`config.mk`:
```
export PLATFORM = sky130hd
export DESIGN_NAME = intel_hex_record_parser_flat
export DESIGN_NICKNAME = d
export VERILOG_FILES = /design/src/sv/hexp_pkg.sv /design/src/sv/hexp_req_if.sv /design/src/sv/hexp_rsp_if.sv /design/src/sv/intel_hex_record_parser.sv /design/src/sv/hexp_cmd_fifo.sv /design/src/sv/hexp_front.sv /design/src/sv/hexp_back.sv /design/src/flat_wrapper.sv
export SDC_FILE = /design/constraint.sdc
export NUM_CORES = 2
export LEC_CHECK = 0
export ABC_AREA = 0
export BUFFER_PORTS_ARGS = -buffer_cell sky130_fd_sc_hd__buf_4
export CAP_MARGIN = 20
export CORE_MARGIN = 2
export CORE_UTILIZATION = 30
export DETAILED_ROUTE_END_ITERATION = 12
export GPL_ROUTABILITY_DRIVEN = 1
export GPL_TIMING_DRIVEN = 0
export SYNTH_ARGS = -nofsm -noshare
export SYNTH_HDL_FRONTEND = slang
export SYNTH_SLANG_ARGS = --single-unit
```
`constraint.sdc`:
```
create_clock -name clock -period 14.9 [get_ports clock]
set_input_delay 1.49 -clock clock [delete_from_list [all_inputs] [get_ports clock]]
set_output_delay 1.49 -clock clock [all_outputs]
set_load 0.05 [all_outputs]
```
`src/sv/hexp_pkg.sv`:
```
// Shared types, codes and constants for the Intel HEX record parser.
`default_nettype none

package hexp_pkg;

   localparam int MAX_DATA_DEF   = 32;
   localparam int IMAGE_SIZE_DEF = 4096;
   localparam int QUEUE_DEPTH    = 2;
   localparam int INDEX_W        = 13;

   localparam logic [7:0] CH_NUL     = 8'h00;
   localparam logic [7:0] CH_LF      = 8'h0a;
   localparam logic [7:0] CH_CR      = 8'h0d;
   localparam logic [7:0] CH_COLON   = 8'h3a;
   localparam logic [7:0] CH_DIG0    = 8'h30;
   localparam logic [7:0] CH_DIG9    = 8'h39;
   localparam logic [7:0] CH_UPPER_A = 8'h41;
   localparam logic [7:0] CH_UPPER_F = 8'h46;
   localparam logic [7:0] CH_LOWER_A = 8'h61;
   localparam logic [7:0] CH_LOWER_F = 8'h66;

   localparam logic [7:0] REC_DATA      = 8'h00;
   localparam logic [7:0] REC_EOF       = 8'h01;
   localparam logic [7:0] REC_EXT_LIN   = 8'h04;
   localparam logic [7:0] REC_START_LIN = 8'h05;

   typedef enum logic [1:0] {
      KIND_DATA   = 2'd0,
      KIND_COMMIT = 2'd1,
      KIND_STOP   = 2'd2
   } kind_type;

   typedef enum logic [2:0] {
      ST_OK        = 3'd0,
      ST_CHECKSUM  = 3'd1,
      ST_BAD_DIGIT = 3'd2,
      ST_TOO_LONG  = 3'd3,
      ST_ADDR_STOP = 3'd4,
      ST_OVERFLOW  = 3'd5
   } status_type;

   typedef enum logic [1:0] {
      PH_HUNT    = 2'd0,
      PH_FIELDS  = 2'd1,
      PH_WAIT_CR = 2'd2,
      PH_SAW_CR  = 2'd3
   } phase_type;

   typedef enum logic [1:0] {
      BE_IDLE  = 2'd0,
      BE_DATA  = 2'd1,
      BE_FINAL = 2'd2
   } be_state_type;

   // One queued command: a stop, or a committed record with its byte burst.
   typedef struct packed {
      kind_type    op;
      status_type  status;
      logic [7:0]  rtype;
      logic [7:0]  nbytes;
      logic        bank;
      logic [15:0] load_offset;
      logic [31:0] upper;
      logic [31:0] app;
      logic        complete;
      logic [15:0] chars_old;
      logic [15:0] chars_new;
   } hexp_cmd_type;

   typedef struct packed {
      logic free;
      logic bank;
   } hexp_bank_free_type;

endpackage

`default_nettype wire

```
`src/sv/hexp_req_if.sv`:
```
// Character input channel.
`default_nettype none

interface hexp_req_if;
   logic       valid;
   logic       ready;
   logic [7:0] char_in;
   logic       session_start;

   modport source (output valid, output char_in, output session_start, input ready);
   modport sink   (input valid, input char_in, input session_start, output ready);
endinterface

`default_nettype wire

```
`src/sv/hexp_rsp_if.sv`:
```
// Result channel.
`default_nettype none

interface hexp_rsp_if;
   import hexp_pkg::*;

   logic               valid;
   logic               ready;
   logic [1:0]         kind;
   logic [2:0]         status;
   logic [7:0]         record_type;
   logic [7:0]         data_byte;
   logic [INDEX_W-1:0] byte_index;
   logic [15:0]        load_offset;
   logic [31:0]        upper_address;
   logic [31:0]        app_address;
   logic               complete;
   logic [15:0]        chars_used;
   logic               last;

   modport source (output valid, output kind, output status, output record_type,
                   output data_byte, output byte_index, output load_offset,
                   output upper_address, output app_address, output complete,
                   output chars_used, output last, input ready);
   modport sink   (input valid, input kind, input status, input record_type,
                   input data_byte, input byte_index, input load_offset,
                   input upper_address, input app_address, input complete,
                   input chars_used, input last, output ready);
endinterface

`default_nettype wire

```
`src/sv/intel_hex_record_parser.sv`:
```
// Top level of the Intel HEX record parser.
`default_nettype none

// Takes one text character per transaction on req_chan and returns result
// transactions on rsp_chan. The front end accepts a character every cycle while
// the command queue has room and the byte buffer bank it fills is free; a
// character that ends a record or stops the session queues one command. The
// back end takes a command from the queue when idle, then gives one result per
// cycle while the result channel is not stalled: one per data byte, then the
// commit or stop result, before it takes the next command. Record bytes sit in
// two banks of MAX_DATA entries, so a record can be parsed while the previous
// one drains; the front end waits only when both banks are still to be drained
// or the queue is full. Reset is synchronous; there is no clearing pass.
module intel_hex_record_parser #(
   parameter int MAX_DATA   = hexp_pkg::MAX_DATA_DEF,
   parameter int IMAGE_SIZE = hexp_pkg::IMAGE_SIZE_DEF
) (
   input  logic       clock,
   input  logic       reset,
   hexp_req_if.sink   req_chan,
   hexp_rsp_if.source rsp_chan
);
   import hexp_pkg::*;

   localparam int ILW = $clog2(IMAGE_SIZE + 1);
   localparam int KW  = $clog2(MAX_DATA > 1 ? MAX_DATA : 2);
   localparam int CMW = $bits(hexp_cmd_type);
   localparam int QW  = CMW + ILW;

   logic               push, pop, fifo_empty, fifo_full;
   hexp_cmd_type       push_cmd, head_cmd;
   logic [ILW-1:0]     push_base, head_base;
   logic [QW-1:0]      push_word, head_word;
   logic               wr_en;
   logic [KW:0]        wr_addr;
   logic [7:0]         wr_data;
   hexp_bank_free_type bank_free;

   assign push_word              = {push_cmd, push_base};
   assign {head_cmd, head_base}  = head_word;

   hexp_front #(
      .MAX_DATA   (MAX_DATA),
      .IMAGE_SIZE (IMAGE_SIZE)
   ) u_front (
      .clock     (clock),
      .reset     (reset),
      .req_chan  (req_chan),
      .fifo_full (fifo_full),
      .bank_free (bank_free),
      .push      (push),
      .push_cmd  (push_cmd),
      .push_base (push_base),
      .wr_en     (wr_en),
      .wr_addr   (wr_addr),
      .wr_data   (wr_data)
   );

   hexp_cmd_fifo #(
      .W     (QW),
      .DEPTH (QUEUE_DEPTH)
   ) u_fifo (
      .clock     (clock),
      .reset     (reset),
      .push      (push),
      .push_data (push_word),
      .pop       (pop),
      .head_data (head_word),
      .empty     (fifo_empty),
      .full      (fifo_full)
   );

   hexp_back #(
      .MAX_DATA   (MAX_DATA),
      .IMAGE_SIZE (IMAGE_SIZE)
   ) u_back (
      .clock      (clock),
      .reset      (reset),
      .fifo_empty (fifo_empty),
      .head_cmd   (head_cmd),
      .head_base  (head_base),
      .pop        (pop),
      .wr_en      (wr_en),
      .wr_addr    (wr_addr),
      .wr_data    (wr_data),
      .bank_free  (bank_free),
      .rsp_chan   (rsp_chan)
   );

endmodule

`default_nettype wire

```
`src/sv/hexp_cmd_fifo.sv`:
```
// Short command queue between the parser front end and the result back end.
`default_nettype none

module hexp_cmd_fifo #(
   parameter int W     = 8,
   parameter int DEPTH = hexp_pkg::QUEUE_DEPTH
) (
   input  logic         clock,
   input  logic         reset,
   input  logic         push,
   input  logic [W-1:0] push_data,
   input  logic         pop,
   output logic [W-1:0] head_data,
   output logic         empty,
   output logic         full
);
   localparam int PW = (DEPTH > 1) ? $clog2(DEPTH) : 1;
   localparam int CW = $clog2(DEPTH + 1);

   logic [W-1:0]  store_ff [DEPTH];
   logic [PW-1:0] wr_ptr_ff, wr_ptr_in;
   logic [PW-1:0] rd_ptr_ff, rd_ptr_in;
   logic [CW-1:0] count_ff, count_in;

   assign empty     = (count_ff == '0);
   assign full      = (count_ff == CW'(DEPTH));
   assign head_data = store_ff[rd_ptr_ff];

   always_comb begin
      wr_ptr_in = wr_ptr_ff;
      rd_ptr_in = rd_ptr_ff;
      count_in  = count_ff;
      if (push) begin
         wr_ptr_in = (wr_ptr_ff == PW'(DEPTH - 1)) ? '0 : wr_ptr_ff + 1'b1;
      end
      if (pop) begin
         rd_ptr_in = (rd_ptr_ff == PW'(DEPTH - 1)) ? '0 : rd_ptr_ff + 1'b1;
      end
      if (push && !pop) begin
         count_in = count_ff + 1'b1;
      end else if (pop && !push) begin
         count_in = count_ff - 1'b1;
      end
   end

   always_ff @(posedge clock) begin
      if (reset) begin
         wr_ptr_ff <= '0;
         rd_ptr_ff <= '0;
         count_ff  <= '0;
      end else begin
         wr_ptr_ff <= wr_ptr_in;
         rd_ptr_ff <= rd_ptr_in;
         count_ff  <= count_in;
      end
   end

   always_ff @(posedge clock) begin
      if (push) begin
         store_ff[wr_ptr_ff] <= push_data;
      end
   end

endmodule

`default_nettype wire

```
`src/sv/hexp_front.sv`:
```
// Front end: character parser, record checks and commit decisions.
`default_nettype none

module hexp_front #(
   parameter int MAX_DATA   = hexp_pkg::MAX_DATA_DEF,
   parameter int IMAGE_SIZE = hexp_pkg::IMAGE_SIZE_DEF
) (
   input  logic                                   clock,
   input  logic                                   reset,
   hexp_req_if.sink                               req_chan,
   input  logic                                   fifo_full,
   input  hexp_pkg::hexp_bank_free_type           bank_free,
   output logic                                   push,
   output hexp_pkg::hexp_cmd_type                 push_cmd,
   output logic [$clog2(IMAGE_SIZE + 1)-1:0]      push_base,
   output logic                                   wr_en,
   output logic [$clog2(MAX_DATA > 1 ? MAX_DATA : 2):0] wr_addr,
   output logic [7:0]                             wr_data
);
   import hexp_pkg::*;

   localparam int ILW = $clog2(IMAGE_SIZE + 1);
   localparam int KW  = $clog2(MAX_DATA > 1 ? MAX_DATA : 2);
   localparam int SW  = ((ILW > 8) ? ILW : 8) + 1;

   function automatic logic [4:0] hex_decode(input logic [7:0] c);
      logic [4:0] r;
      r = '0;
      if (c >= CH_DIG0 && c <= CH_DIG9) begin
         r = {1'b1, 4'(c - CH_DIG0)};
      end else if (c >= CH_LOWER_A && c <= CH_LOWER_F) begin
         r = {1'b1, 4'(c - CH_LOWER_A + 8'd10)};
      end else if (c >= CH_UPPER_A && c <= CH_UPPER_F) begin
         r = {1'b1, 4'(c - CH_UPPER_A + 8'd10)};
      end
      return r;
   endfunction

   phase_type   phase_ff, phase_in;
   logic [8:0]  nib_ff, nib_in;
   logic [3:0]  pend_ff, pend_in;
   logic [7:0]  len_ff, len_in;
   logic [15:0] addr_ff, addr_in;
   logic [7:0]  rkind_ff, rkind_in;
   logic [7:0]  sum_ff, sum_in;
   logic [31:0] fold_ff, fold_in;
   logic [ILW-1:0] img_ff, img_in;
   logic [15:0] first_off_ff, first_off_in;
   logic        taken_ff, taken_in;
   logic [31:0] base_ff, base_in;
   logic        chg_ff, chg_in;
   logic [31:0] entry_ff, entry_in;
   logic        done_ff, done_in;
   logic [15:0] cc_ff, cc_in;
   logic [15:0] rsc_ff, rsc_in;
   logic        stopped_ff, stopped_in;
   logic        wr_bank_ff, wr_bank_in;
   logic [1:0]  busy_ff, busy_in;

   logic        accept, ss, live, step, is_nul, colon, in_fields, bad;
   logic        nib_ev, byte_ev, past_hdr, data_ev, ck_ev, ck_bad, too_long;
   logic        wait_cr, saw_cr, lf, is_data, ovf, lin, lin_stop, commit_ok;
   logic        stop, fill, hv;
   logic [3:0]  hd;
   logic [7:0]  ch, bidx, byte_val, sum_new, kidx;
   logic [8:0]  nib, data_end;
   logic [7:0]  sum;
   logic [ILW-1:0] img;
   logic [15:0] rsc, cc, cc_next;
   logic        taken;
   logic [31:0] new_base;
   status_type  stop_status;

   assign accept         = req_chan.valid && req_chan.ready;
   assign req_chan.ready = !fifo_full && !busy_ff[wr_bank_ff];

   // Event decode; session start clears parse and count state before using the character.
   always_comb begin
      ss        = accept && req_chan.session_start;
      live      = accept && (!stopped_ff || req_chan.session_start);
      ch        = req_chan.char_in;
      {hv, hd}  = hex_decode(ch);
      nib       = ss ? '0 : nib_ff;
      sum       = ss ? '0 : sum_ff;
      img       = ss ? '0 : img_ff;
      rsc       = ss ? '0 : rsc_ff;
      cc        = ss ? '0 : cc_ff;
      taken     = ss ? 1'b0 : taken_ff;
      is_nul    = live && (ch == CH_NUL);
      step      = live && (ch != CH_NUL);
      colon     = step && (ss || phase_ff == PH_HUNT) && (ch == CH_COLON);
      in_fields = step && !ss && (phase_ff == PH_FIELDS);
      wait_cr   = step && !ss && (phase_ff == PH_WAIT_CR);
      saw_cr    = step && !ss && (phase_ff == PH_SAW_CR);
      bad       = in_fields && !hv;
      nib_ev    = in_fields && hv;
      byte_ev   = nib_ev && nib[0];
      bidx      = nib[8:1];
      byte_val  = {pend_ff, hd};
      sum_new   = sum + byte_val;
      kidx      = bidx - 8'd4;
      data_end  = 9'd4 + {1'b0, len_ff};
      too_long  = byte_ev && (bidx == 8'd0) && ({1'b0, byte_val} > 9'(MAX_DATA));
      past_hdr  = byte_ev && (bidx >= 8'd4);
      data_ev   = past_hdr && ({1'b0, bidx} < data_end);
      ck_ev     = past_hdr && !({1'b0, bidx} < data_end);
      ck_bad    = ck_ev && (sum_new != 8'd0);
      lf        = saw_cr && (ch == CH_LF);
      cc_next   = (step && cc != 16'hffff) ? cc + 16'd1 : cc;
      new_base  = {fold_ff[15:0], 16'h0000};
      is_data   = (rkind_ff == REC_DATA);
      ovf       = lf && is_data && ((SW'(img) + SW'(len_ff)) > SW'(IMAGE_SIZE));
      lin       = lf && (rkind_ff == REC_EXT_LIN);
      lin_stop  = lin && (base_ff != '0) && (base_ff != new_base) && !chg_ff;
      commit_ok = lf && !ovf && !lin_stop;
      stop      = is_nul || bad || too_long || ck_bad || ovf || lin_stop;
      fill      = commit_ok && is_data && (len_ff != 8'd0);
      priority if (bad) begin
         stop_status = ST_BAD_DIGIT;
      end else if (too_long) begin
         stop_status = ST_TOO_LONG;
      end else if (ck_bad) begin
         stop_status = ST_CHECKSUM;
      end else if (ovf) begin
         stop_status = ST_OVERFLOW;
      end else if (lin_stop) begin
         stop_status = ST_ADDR_STOP;
      end else begin
         stop_status = ST_OK;
      end
   end

   // Parse phase
   always_comb begin
      phase_in = ss ? PH_HUNT : phase_ff;
      if (live) begin
         priority if (stop || lf) begin
            phase_in = PH_HUNT;
         end else if (colon) begin
            phase_in = PH_FIELDS;
         end else if (ck_ev) begin
            phase_in = PH_WAIT_CR;
         end else if (wait_cr && ch == CH_CR) begin
            phase_in = PH_SAW_CR;
         end else if (saw_cr && ch != CH_CR) begin
            phase_in = PH_WAIT_CR;
         end else begin
            phase_in = phase_in;
         end
      end
   end

   // Record fields and session state
   always_comb begin
      nib_in       = colon ? '0 : (nib_ev ? nib + 9'd1 : nib);
      pend_in      = (nib_ev && !nib[0]) ? hd : pend_ff;
      len_in       = len_ff;
      addr_in      = addr_ff;
      rkind_in     = rkind_ff;
      sum_in       = colon ? '0 : (byte_ev ? sum_new : sum);
      fold_in      = colon ? '0 : (data_ev ? {fold_ff[23:0], byte_val} : fold_ff);
      if (colon) begin
         len_in   = '0;
         addr_in  = '0;
         rkind_in = '0;
      end else if (byte_ev) begin
         if (bidx == 8'd0) len_in   = byte_val;
         if (bidx == 8'd1) addr_in  = {byte_val, 8'h00};
         if (bidx == 8'd2) addr_in  = addr_ff | {8'h00, byte_val};
         if (bidx == 8'd3) rkind_in = byte_val;
      end
      img_in       = (commit_ok && is_data) ? ILW'(img + ILW'(len_ff)) : img;
      first_off_in = (commit_ok && is_data && !taken) ? addr_ff : first_off_ff;
      taken_in     = taken || (commit_ok && is_data);
      base_in      = base_ff;
      chg_in       = chg_ff;
      if (commit_ok && lin) begin
         if (base_ff == '0) begin
            base_in = new_base;
         end else if (base_ff != new_base) begin
            base_in = new_base;
            chg_in  = 1'b0;
         end
      end else if (lin_stop) begin
         chg_in = 1'b1;
      end
      entry_in     = (commit_ok && rkind_ff == REC_START_LIN) ? fold_ff : entry_ff;
      done_in      = done_ff || (commit_ok && rkind_ff == REC_EOF);
      cc_in        = cc_next;
      rsc_in       = commit_ok ? cc_next : rsc;
      stopped_in   = (stopped_ff && !ss) || stop;
      wr_bank_in   = wr_bank_ff ^ fill;
      busy_in      = busy_ff;
      if (bank_free.free) busy_in[bank_free.bank] = 1'b0;
      if (fill) busy_in[wr_bank_ff] = 1'b1;
   end

   // Queue and byte buffer outputs
   always_comb begin
      push                 = stop || commit_ok;
      push_cmd.op          = stop ? KIND_STOP : KIND_COMMIT;
      push_cmd.status      = stop_status;
      push_cmd.rtype       = rkind_ff;
      push_cmd.nbytes      = fill ? len_ff : 8'd0;
      push_cmd.bank        = wr_bank_ff;
      push_cmd.load_offset = first_off_in;
      push_cmd.upper       = base_in;
      push_cmd.app         = entry_in;
      push_cmd.complete    = done_in;
      push_cmd.chars_old   = rsc;
      push_cmd.chars_new   = rsc_in;
      push_base            = img;
      wr_en                = data_ev && ({1'b0, kidx} < 9'(MAX_DATA));
      wr_addr              = {wr_bank_ff, kidx[KW-1:0]};
      wr_data              = byte_val;
   end

   always_ff @(posedge clock) begin
      if (reset) begin
         phase_ff     <= PH_HUNT;
         nib_ff       <= '0;
         pend_ff      <= '0;
         len_ff       <= '0;
         addr_ff      <= '0;
         rkind_ff     <= '0;
         sum_ff       <= '0;
         fold_ff      <= '0;
         img_ff       <= '0;
         first_off_ff <= '0;
         taken_ff     <= 1'b0;
         base_ff      <= '0;
         chg_ff       <= 1'b0;
         entry_ff     <= '0;
         done_ff      <= 1'b0;
         cc_ff        <= '0;
         rsc_ff       <= '0;
         stopped_ff   <= 1'b0;
         wr_bank_ff   <= 1'b0;
         busy_ff      <= '0;
      end else begin
         phase_ff     <= phase_in;
         nib_ff       <= nib_in;
         pend_ff      <= pend_in;
         len_ff       <= len_in;
         addr_ff      <= addr_in;
         rkind_ff     <= rkind_in;
         sum_ff       <= sum_in;
         fold_ff      <= fold_in;
         img_ff       <= img_in;
         first_off_ff <= first_off_in;
         taken_ff     <= taken_in;
         base_ff      <= base_in;
         chg_ff       <= chg_in;
         entry_ff     <= entry_in;
         done_ff      <= done_in;
         cc_ff        <= cc_in;
         rsc_ff       <= rsc_in;
         stopped_ff   <= stopped_in;
         wr_bank_ff   <= wr_bank_in;
         busy_ff      <= busy_in;
      end
   end

`ifndef SYNTH
   a_write_free_bank: assert property (@(posedge clock) disable iff (reset)
      wr_en |-> !busy_ff[wr_bank_ff])
      else $error("byte buffer write into a bank still being drained");
   a_free_busy_bank: assert property (@(posedge clock) disable iff (reset)
      bank_free.free |-> busy_ff[bank_free.bank])
      else $error("bank released that was not in use");
   a_stopped_silent: assert property (@(posedge clock) disable iff (reset)
      (accept && stopped_ff && !req_chan.session_start) |-> !push)
      else $error("command queued from a stopped session");
`endif

endmodule

`default_nettype wire

```
`src/sv/hexp_back.sv`:
```
// Back end: drains commands into results, one per cycle unless stalled.
`default_nettype none

module hexp_back #(
   parameter int MAX_DATA   = hexp_pkg::MAX_DATA_DEF,
   parameter int IMAGE_SIZE = hexp_pkg::IMAGE_SIZE_DEF
) (
   input  logic                                   clock,
   input  logic                                   reset,
   input  logic                                   fifo_empty,
   input  hexp_pkg::hexp_cmd_type                 head_cmd,
   input  logic [$clog2(IMAGE_SIZE + 1)-1:0]      head_base,
   output logic                                   pop,
   input  logic                                   wr_en,
   input  logic [$clog2(MAX_DATA > 1 ? MAX_DATA : 2):0] wr_addr,
   input  logic [7:0]                             wr_data,
   output hexp_pkg::hexp_bank_free_type           bank_free,
   hexp_rsp_if.source                             rsp_chan
);
   import hexp_pkg::*;

   localparam int ILW = $clog2(IMAGE_SIZE + 1);
   localparam int KW  = $clog2(MAX_DATA > 1 ? MAX_DATA : 2);

   logic [7:0] mem [2 ** (KW + 1)];

   be_state_type   st_ff, st_in;
   hexp_cmd_type   cur_ff, cur_in;
   logic [ILW-1:0] cur_base_ff, cur_base_in;
   logic [7:0]     j_ff, j_in;

   logic               out_valid_ff;
   kind_type           out_kind_ff;
   status_type         out_status_ff;
   logic [7:0]         out_rtype_ff;
   logic [INDEX_W-1:0] out_index_ff;
   logic [15:0]        out_offset_ff;
   logic [31:0]        out_upper_ff;
   logic [31:0]        out_app_ff;
   logic               out_complete_ff;
   logic [15:0]        out_chars_ff;
   logic               out_last_ff;
   logic [7:0]         rd_data_ff;

   logic           adv, emit, emit_data, last_byte;
   logic [ILW-1:0] idx;

   assign adv       = !out_valid_ff || rsp_chan.ready;
   assign last_byte = (j_ff == cur_ff.nbytes - 8'd1);
   assign idx       = cur_base_ff + ILW'(emit_data ? j_ff : cur_ff.nbytes);

   // Sequencer next state
   always_comb begin
      st_in = st_ff;
      unique case (st_ff)
         BE_IDLE: begin
            if (!fifo_empty) begin
               st_in = (head_cmd.op == KIND_COMMIT && head_cmd.nbytes != 8'd0) ?
                       BE_DATA : BE_FINAL;
            end
         end
         BE_DATA: begin
            if (adv && last_byte) st_in = BE_FINAL;
         end
         BE_FINAL: begin
            if (adv) st_in = BE_IDLE;
         end
         default: st_in = BE_IDLE;
      endcase
   end

   // Sequencer outputs
   always_comb begin
      pop            = (st_ff == BE_IDLE) && !fifo_empty;
      emit_data      = (st_ff == BE_DATA) && adv;
      emit           = emit_data || ((st_ff == BE_FINAL) && adv);
      bank_free.free = emit_data && last_byte;
      bank_free.bank = cur_ff.bank;
   end

   always_comb begin
      cur_in      = pop ? head_cmd : cur_ff;
      cur_base_in = pop ? head_base : cur_base_ff;
      j_in        = pop ? 8'd0 : (emit_data ? j_ff + 8'd1 : j_ff);
   end

   always_ff @(posedge clock) begin
      if (reset) begin
         st_ff        <= BE_IDLE;
         out_valid_ff <= 1'b0;
      end else begin
         st_ff <= st_in;
         if (emit) begin
            out_valid_ff <= 1'b1;
         end else if (rsp_chan.ready) begin
            out_valid_ff <= 1'b0;
         end
      end
   end

   always_ff @(posedge clock) begin
      cur_ff      <= cur_in;
      cur_base_ff <= cur_base_in;
      j_ff        <= j_in;
      if (emit) begin
         out_kind_ff     <= emit_data ? KIND_DATA : cur_ff.op;
         out_status_ff   <= emit_data ? ST_OK : cur_ff.status;
         out_rtype_ff    <= cur_ff.rtype;
         out_index_ff    <= INDEX_W'(idx);
         out_offset_ff   <= cur_ff.load_offset;
         out_upper_ff    <= cur_ff.upper;
         out_app_ff      <= cur_ff.app;
         out_complete_ff <= cur_ff.complete;
         // data bytes go out before the record start count moves
         out_chars_ff    <= emit_data ? cur_ff.chars_old : cur_ff.chars_new;
         out_last_ff     <= !emit_data;
      end
   end

   always_ff @(posedge clock) begin
      if (wr_en) begin
         mem[wr_addr] <= wr_data;
      end
      if (emit_data) begin
         rd_data_ff <= mem[{cur_ff.bank, j_ff[KW-1:0]}];
      end
   end

   assign rsp_chan.valid         = out_valid_ff;
   assign rsp_chan.kind          = out_kind_ff;
   assign rsp_chan.status        = out_status_ff;
   assign rsp_chan.record_type   = out_rtype_ff;
   assign rsp_chan.data_byte     = (out_kind_ff == KIND_DATA) ? rd_data_ff : 8'h00;
   assign rsp_chan.byte_index    = out_index_ff;
   assign rsp_chan.load_offset   = out_offset_ff;
   assign rsp_chan.upper_address = out_upper_ff;
   assign rsp_chan.app_address   = out_app_ff;
   assign rsp_chan.complete      = out_complete_ff;
   assign rsp_chan.chars_used    = out_chars_ff;
   assign rsp_chan.last          = out_last_ff;

`ifndef SYNTH
   a_burst_in_range: assert property (@(posedge clock) disable iff (reset)
      (st_ff == BE_DATA) |-> (j_ff < cur_ff.nbytes))
      else $error("byte burst ran past the record length");
   a_no_overwrite: assert property (@(posedge clock) disable iff (reset)
      (wr_en && st_ff == BE_DATA) |-> (wr_addr[KW] != cur_ff.bank))
      else $error("front end wrote the bank being drained");
   a_data_not_last: assert property (@(posedge clock) disable iff (reset)
      (out_valid_ff && out_kind_ff == KIND_DATA) |-> !out_last_ff)
      else $error("data byte transaction marked last");
`endif

endmodule

`default_nettype wire

```
`src/flat_wrapper.sv`:
```
// flat-port wrapper written by rule: the top's interface ports become plain ports
module intel_hex_record_parser_flat import hexp_pkg::*;
#(
   parameter int MAX_DATA   = hexp_pkg::MAX_DATA_DEF,
   parameter int IMAGE_SIZE = hexp_pkg::IMAGE_SIZE_DEF
)
  (clock, reset, req_chan_valid, req_chan_char_in, req_chan_session_start, req_chan_ready, rsp_chan_valid, rsp_chan_kind, rsp_chan_status, rsp_chan_record_type, rsp_chan_data_byte, rsp_chan_byte_index, rsp_chan_load_offset, rsp_chan_upper_address, rsp_chan_app_address, rsp_chan_complete, rsp_chan_chars_used, rsp_chan_last, rsp_chan_ready);
  hexp_req_if req_chan_i ();
  hexp_rsp_if rsp_chan_i ();
  input  logic clock;
  input  logic reset;
  input wire logic [$bits(req_chan_i.valid)-1:0] req_chan_valid;
  input wire logic [$bits(req_chan_i.char_in)-1:0] req_chan_char_in;
  input wire logic [$bits(req_chan_i.session_start)-1:0] req_chan_session_start;
  output wire logic [$bits(req_chan_i.ready)-1:0] req_chan_ready;
  output wire logic [$bits(rsp_chan_i.valid)-1:0] rsp_chan_valid;
  output wire logic [$bits(rsp_chan_i.kind)-1:0] rsp_chan_kind;
  output wire logic [$bits(rsp_chan_i.status)-1:0] rsp_chan_status;
  output wire logic [$bits(rsp_chan_i.record_type)-1:0] rsp_chan_record_type;
  output wire logic [$bits(rsp_chan_i.data_byte)-1:0] rsp_chan_data_byte;
  output wire logic [$bits(rsp_chan_i.byte_index)-1:0] rsp_chan_byte_index;
  output wire logic [$bits(rsp_chan_i.load_offset)-1:0] rsp_chan_load_offset;
  output wire logic [$bits(rsp_chan_i.upper_address)-1:0] rsp_chan_upper_address;
  output wire logic [$bits(rsp_chan_i.app_address)-1:0] rsp_chan_app_address;
  output wire logic [$bits(rsp_chan_i.complete)-1:0] rsp_chan_complete;
  output wire logic [$bits(rsp_chan_i.chars_used)-1:0] rsp_chan_chars_used;
  output wire logic [$bits(rsp_chan_i.last)-1:0] rsp_chan_last;
  input wire logic [$bits(rsp_chan_i.ready)-1:0] rsp_chan_ready;
  assign req_chan_i.valid = req_chan_valid;
  assign req_chan_i.char_in = req_chan_char_in;
  assign req_chan_i.session_start = req_chan_session_start;
  assign req_chan_ready = req_chan_i.ready;
  assign rsp_chan_valid = rsp_chan_i.valid;
  assign rsp_chan_kind = rsp_chan_i.kind;
  assign rsp_chan_status = rsp_chan_i.status;
  assign rsp_chan_record_type = rsp_chan_i.record_type;
  assign rsp_chan_data_byte = rsp_chan_i.data_byte;
  assign rsp_chan_byte_index = rsp_chan_i.byte_index;
  assign rsp_chan_load_offset = rsp_chan_i.load_offset;
  assign rsp_chan_upper_address = rsp_chan_i.upper_address;
  assign rsp_chan_app_address = rsp_chan_i.app_address;
  assign rsp_chan_complete = rsp_chan_i.complete;
  assign rsp_chan_chars_used = rsp_chan_i.chars_used;
  assign rsp_chan_last = rsp_chan_i.last;
  assign rsp_chan_i.ready = rsp_chan_ready;
  intel_hex_record_parser #(.MAX_DATA(MAX_DATA), .IMAGE_SIZE(IMAGE_SIZE)) u_core (.clock(clock), .reset(reset), .req_chan(req_chan_i), .rsp_chan(rsp_chan_i));
endmodule
```
* Word level (Yosys, flattened, before mapping) *
Memory sizes are Yosys's and may differ from the RTL's. A register that Yosys moved wholly into a read port is not among the register bits.
Cells that the tools add are included.

storage, ports and cells
  register bits after elaboration = 506
  RAM bits = 808
  input port bits = 13
  output and inout port bits = 134
  word-level logic and storage cells = 289
  memories = 2

operators by class
  add/subtract/negate cells = 19
  magnitude comparators = 15
  equal/unequal tests = 25
  muxes and demuxes = 67
  bitwise operators = 5
  reductions and logical operators = 108

memory list
  name                    depth  width  rd ports  clocked after memory_dff  write ports  RTL line             source
  u_core.u_back.mem       64     8      1         1                         1            hexp_back.sv:25      logic [7:0] mem [2 ** (KW + 1)];
  u_core.u_fifo.store_ff  2      148    1         1                         1            hexp_cmd_fifo.sv:20  logic [W-1:0] store_ff [DEPTH];

operators by type and width
  cell                     count
  $mux W16                 8
  $mux W32                 4
  $logic_and A1 B1 Y1      55
  $mux W8                  5
  $logic_not A32 Y1        1
  $mux W2                  16
  $ne A32 B32 Y1           1
  $reduce_bool A32 Y1      1
  $reduce_bool A8 Y1       4
  $add A13 B8 Y13          2
  $mux W13                 2
  $logic_not A8 Y1         3
  $mux W1                  19
  $mux W9                  2
  $add A16 B1 Y16 const B  1
  $eq A8 B1 Y1 const B     2
  $eq A8 B2 Y1 const B     2
  $eq A8 B3 Y1 const B     2
  $eq A8 B4 Y1 const B     2
  $ge A8 B7 Y1 const B     2
  $le A8 B7 Y1 const B     2
  $logic_not A1 Y1         16
  $ne A16 B16 Y1 const B   1
  $or A16 B8 Y16           1
  other kinds (42)         85

* Longest topological paths before layout *
  depth after elaboration = 22
  gate-level depth with buffers = 21
  depth with buffers taken out = 20

* Hierarchy *
Synthesis repeated with hierarchy kept, for this count alone.

unflattened totals
  cells, all modules = 3170
  area, all modules = 51883.5 sq um

by module, submodules not included
  module         times used  cells each  area each (sq um)  seq. area each (sq um)
  hexp_back      1           1427        29936.2            24003.0
  hexp_front     1           1261        11026.8            4384.2
  hexp_cmd_fifo  1           482         10920.5            8988.6

* Least setup slack after synthesis *
OpenSTA, ideal clock, no wires.

  path type = input -> register
  start = input port req_chan_char_in[1]
  end = memory u_core.u_fifo.store_ff[0][0] in the netlist's numbering (enable)
  library setup time = 0.658 ns
  data arrival time = 11.476 ns
  data required time = 14.242 ns
  setup slack = 2.766 ns
  cell stages on the path = 16
  buffers on the path = 1
  cells stage by stage = inv_1 ha_1 or3b_2 o211ai_1 nand2_1 and3_1 clkbuf_1 ha_1 o21a_1 a21oi_1 or4_1 nand3_1 xor2_1 a41oi_1 nor4_1 nor2_1

on the way
  elaborated cells on any way between the ends = 56
  classes of those cells = add/sub (6); order compare (7); eq/ne (1); mux (5); reduce/logical (37)

RTL lines
  what                                                              RTL line                                              source
  start, declared                                                   flat_wrapper.sv:13                                    input wire logic [$bits(req_chan_i.char_in)-1:0] req_chan_char_in;
  $sub A4 B1 Y4 (tied with other cells)                             hexp_front.sv:32, hexp_front.sv:34
  $add A4 B4 Y4 / $logic_and A1 B1 Y1 (equally long branches)       hexp_front.sv:32, hexp_front.sv:34, hexp_front.sv:33
  $mux W5                                                           hexp_front.sv:33                                      end else if (c >= CH_UPPER_A && c <= CH_UPPER_F) begin
  $mux W5                                                           hexp_front.sv:31                                      end else if (c >= CH_LOWER_A && c <= CH_LOWER_F) begin
  $mux W5 (*)                                                       hexp_front.sv:29                                      if (c >= CH_DIG0 && c <= CH_DIG9) begin
  via u_core.u_back.wr_data[2]                                      hexp_back.sv:16                                       input logic [7:0] wr_data,
  $add A8 B8 Y8 / $gt A8 B6 Y1 (equally long branches)              hexp_front.sv:100, hexp_front.sv:103
  $reduce_bool A8 Y1 / $logic_and A1 B1 Y1 (equally long branches)  hexp_front.sv:107, hexp_front.sv:103
  $logic_and A1 B1 Y1 / $logic_or A1 B1 Y1 (equally long branches)  hexp_front.sv:107, hexp_front.sv:116
  $logic_or A1 B1 Y1 (*) (3 in series)                              hexp_front.sv:116                                     stop = is_nul || bad || too_long || ck_bad || ovf || lin_stop;
  $logic_or A1 B1 Y1 (*)                                            hexp_front.sv:200                                     push = stop || commit_ok;
  $mux W1 (*)                                                       hexp_cmd_fifo.sv:59                                   if (push) begin
  $mux W1 (implied by the code) (*)                                 hexp_cmd_fifo.sv:60                                   store_ff[wr_ptr_ff] <= push_data;
  end, declared                                                     hexp_cmd_fifo.sv:20

The timed path passes the listed nets; every way through them passes the cells marked *.

* Final worst setup path *
  start = register u_core.u_front.wr_bank_ff
  end = memory u_core.u_back.mem[35][4] (enable)

on the way
  longest elaborated chain between the ends = 16
  elaborated cells on any way between the ends = 23
  classes of those cells = add/sub (1); order compare (3); mux (5); reduce/logical (14)

ends and longest elaborated chain
  what                                                    RTL line           source
  start, declared                                         hexp_front.sv:57   logic wr_bank_ff, wr_bank_in;
  start signal, assigned                                  hexp_front.sv:259  wr_bank_ff <= wr_bank_in;
  branches (longest 16 deep; another with $sub A8 B3 Y8)  --
  end, declared                                           hexp_back.sv:25

Parallel ways; which one is timed is not known. The select of a mux whose other input is x is not followed.

==> run_results.csv <==
group,metric,value,unit
placement,portBuffers,144,
setup_path,crit_start,"u_core.u_front.wr_bank_ff$_SDFF_PP0_",
logic_synthesis,synth-seq-area-share,0.7247,
layout,utilization,0.3524,
timing,finalWorstSetupSlack,6.928,ns
min_path,min_path_cells,0,
timing,relSlewSlack,0.2389,
clock_network,clock-root-buffer,"clkbuf_16",
logic_synthesis,yosysWarningCount,0,
floorplan,initial_core_util,0.3013,
power_and_ir_drop,sequentialPowerShare,0.494,
logic_synthesis,syn_avg_cell_area,16.28,sq um
placement,place_congestion,0.8642,
min_path,min_to,"u_core.u_back.rsp_chan.upper_address[16]$_DFFE_PP_",
grt,grt_pass1_wl,180.8,mm
setup_path,endpoint_kind,"register",
run_status,status,"completed",
grt,grt_pass1_vias,27860,
power_and_ir_drop,p_switching,2.441,mW
logic_synthesis,synth_ff_type,"edfxtp_1",
power_and_ir_drop,internal_power,6.750,mW
floorplan,die_w,418.6,um
floorplan,fp.dieArea,0.1752,sq mm
routing,vias,28050,
timing,tightest_slew,1.142,ns
clock_network,clock-sinks,1323,
setup_path,r2r_end,"u_core.u_back.mem[35][4]$_DFFE_PP_",
grt,antenna_found_initial,4,
grt,grt_max_degree,74,
clock_network,cts_tree,"done",
setup_path,startpoint_type,"register",
layout,fin_cells,5825,
logic_synthesis,synth_edf_count,1088,
layout,syn2layout_area_growth,16.97,%
timing,worst_clock_skew,0.03177,ns
power_and_ir_drop,ir_worst_vdd,0.1084,mV
timing,holdWs,0.4138,ns
routing,wl_per_cell,21.26,um
setup_path,rrSetupSlack,6.93,ns
setup_path,r2r-start,"u_core.u_front.wr_bank_ff$_SDFF_PP0_",
setup_path,cp_max_fo,10,
setup_path,crit_required,15.27,ns
clock_network,post_cts_resized,0,
clock_network,postCtsSetupBuffers,0,
routing,first_iter_violations,2777,
placement,dp_slack,6.488,ns
setup_path,rr_worst_depth,18,
floorplan,core.rowCount,152,
floorplan,ios,147,
placement,dp.cells,5575,
logic_synthesis,synth_cells,3168,
placement,detailed_place_hpwl,83.83,mm
floorplan,die_y,418.6,um
layout,finalNetCount,3546,
routing,routed_via_density,4.815,
routing,drt_first_pass_iters,7,
layout,drive_above_1_share,0.2136,
layout,final_common_cell,"edfxtp_1",
routing,drcViolationCount,0,
routing,drt-total-wl,123.8,mm
clock_network,cts_max_level,4,
power_and_ir_drop,power_leakage,18.86,nW
min_path,min_path_type,"register to register",
power_and_ir_drop,clkPwrFrac,0.351,
logic_synthesis,async_reset_ff_frac,0,
timing,max_freq,0.1254,GHz
logic_synthesis,yosys_register_bits,1323,
timing,finalMaxSlewViolations,0,
clock_network,insertion_delay,0.77,ns
timing,rsz0062_at_grt,"false",
floorplan,fp.coreArea,0.1712,sq mm
grt,grt-ovfl-total,0,
timing,period_share,0.5351,
routing,ant_nets,0,
clock_network,cts-buffers-inserted,134,
clock_network,path_clk_slew,0.06,ns
timing,setup_viol,0,
logic_synthesis,ys_types,76,
setup_path,arrival,8.34,ns
timing,period_needed,7.972,ns
min_path,hold_path.startpoint,"u_core.u_back.cur_ff[81]$_DFFE_PP_",
setup_path,critical_path_class,"register to register",
power_and_ir_drop,comb_power_share,0.155,
layout,mostFrequentLayoutCells,"edfxtp_1, nand2_1, dfxtp_1",
clock_network,cts_hold_buffers,0,
logic_synthesis,syn-num-nets,3231,
power_and_ir_drop,power_density,152.4,mW/mm^2
logic_synthesis,synth_area,0.05157,sq mm
clock_network,clock_path_buffers,3,
run,max_cap_violations,0,
power_and_ir_drop,swShare,0.2656,
timing,hold_viol_final,0,
timing,tns,0,ns
grt,grtUsageTotal,0.1389,
-- final cells by class --
cell class	count	area (sq um)
fill	16200	110800
timing repair buffer	179	1694
tap	2233	2794
buffer	146	604.3
clock buffer	185	3647
sequential	1323	37390
inverter	50	187.7
clock inverter	59	564.3
antenna	1	2.502
multi-input combinational	1649	13440
-- state kept, by name, indices dropped and copies added, names as in the netlist, 9 cells and up, named ones only --
name	flops
u_core.u_front.nib_ff	9
u_core.u_front.rsc_ff	16
u_core.u_front.entry_ff	32
u_core.u_back.cur_ff	134
u_core.u_back.rsp_chan.load_offset	16
u_core.u_front.addr_ff	16
u_core.u_back.cur_base_ff	13
u_core.u_back.rsp_chan.byte_index	13
u_core.u_front.base_ff	32
u_core.u_front.cc_ff	16
u_core.u_back.rsp_chan.app_address	32
u_core.u_front.img_ff	13
u_core.u_back.rsp_chan.chars_used	16
u_core.u_front.first_off_ff	16
u_core.u_front.fold_ff	32
u_core.u_back.rsp_chan.upper_address	32
u_core.u_fifo.store_ff	296
u_core.u_back.mem	512
-- critical path, stage by stage (launching register included) --
cell      delay (ns)
dfxtp_1         0.34
clkbuf_1        0.40
mux2i_1         0.21
nand4_1         0.33
clkbuf_1        0.77
clkbuf_1        0.66
buf_1           0.50
clkbuf_1        0.72
nand2_1         0.17
inv_1           0.12
ha_1            0.14
buf_1           0.49
o21ai_0         0.25
nand2b_1        0.20
clkbuf_1        0.28
inv_1           0.13
buf_2           0.29
nand3_1         0.65
nor2_1          0.89
-- cells in the mapped netlist, types with 6 or more instances --
cell | number | area (sq um)
clkbuf_1 | 105 | 394.1
o21ai_0 | 47 | 235.2
nand3_1 | 59 | 295.3
nor4_1 | 22 | 137.6
buf_2 | 6 | 30.03
mux2i_1 | 28 | 280.3
or3_1 | 11 | 68.82
o31ai_1 | 6 | 45.04
edfxtp_1 | 1088 | 32670
a21oi_1 | 158 | 790.8
buf_1 | 29 | 108.9
nand4_1 | 25 | 156.4
nor2b_1 | 29 | 181.4
nor3_1 | 32 | 160.2
xnor2_1 | 33 | 289.0
dfxtp_1 | 235 | 4705
mux2_4 | 9 | 135.1
mux2_2 | 189 | 2128
and2_1 | 87 | 544.3
nor4b_1 | 6 | 52.55
o21bai_1 | 7 | 52.55
a211oi_1 | 14 | 105.1
nand2_1 | 281 | 1055
and3_1 | 14 | 87.58
ha_1 | 47 | 588.1
inv_1 | 49 | 183.9
nand2b_1 | 14 | 87.58
xor2_1 | 52 | 455.4
and4_1 | 6 | 52.55
a21o_1 | 17 | 127.6
nor2_1 | 207 | 777.0
mux4_2 | 168 | 3784
-- through the flow --
stage | power [mW] | area [sq um]
5_1_grt | 9.522 | 60320
2_1_floorplan | 5.595 | 51570
6_report | 9.191 | 60320
4_1_cts | 9.296 | 60250
3_5_place_dp | 6.062 | 56040
3_3_place_gp | 6.124 | 55450
-- metal layers --
layer,vias to the layer above,track usage,part of all wire
li1,12700,-,-
met5,-,0,0.000081
met3,171,0.02656,0.064
met4,2,0.04589,0.025
met1,14320,0.1852,0.43
met2,847,0.2272,0.48
-- worst max path at each step --
stage                                                     to  slack (ns)  cells past startpoint
finish                    u_core.u_back.mem[35][4]$_DFFE_PP_        6.93                     18
floorplan             u_core.u_fifo.store_ff[0][0]$_DFFE_PP_        2.77                     16
global placement    u_core.u_fifo.store_ff[0][123]$_DFFE_PP_       -4.94                     15
detailed placement   u_core.u_fifo.store_ff[0][85]$_DFFE_PP_        6.49                     18
global route              u_core.u_back.mem[11][2]$_DFFE_PP_        6.49                     18
CTS                  u_core.u_fifo.store_ff[0][86]$_DFFE_PP_        7.04                     19
-- power groups by stage --
| stage | registers, mW | clock network, mW | logic, mW |
|---|---|---|---|
| after CTS | 4.55 | 3.30 | 1.45 |
| after global routing | 4.56 | 3.43 | 1.53 |
| after floorplan | 4.90 | 0 | 0.694 |
| after global placement | 4.74 | 0 | 1.38 |
| final | 4.54 | 3.23 | 1.43 |
| after detailed placement | 4.62 | 0 | 1.44 |
-- cell families (layout without fill, tap and decap cells) --
family / after synthesis / after routing / synth area share
adder cells (fa/ha/maj): 50 / 50 / 0.01257
AND/OR/NAND/NOR: 815 / 815 / 0.07468
XOR/XNOR: 85 / 85 / 0.01444
multiplexers: 394 / 394 / 0.1227
buffers and inverters: 196 / 619 / 0.01521
AO/OA/AOI/OAI: 305 / 305 / 0.03567
flip-flops: 1323 / 1323 / 0.7247
other: 0 / 1 / 0
(Power assumes the default switching activity.)
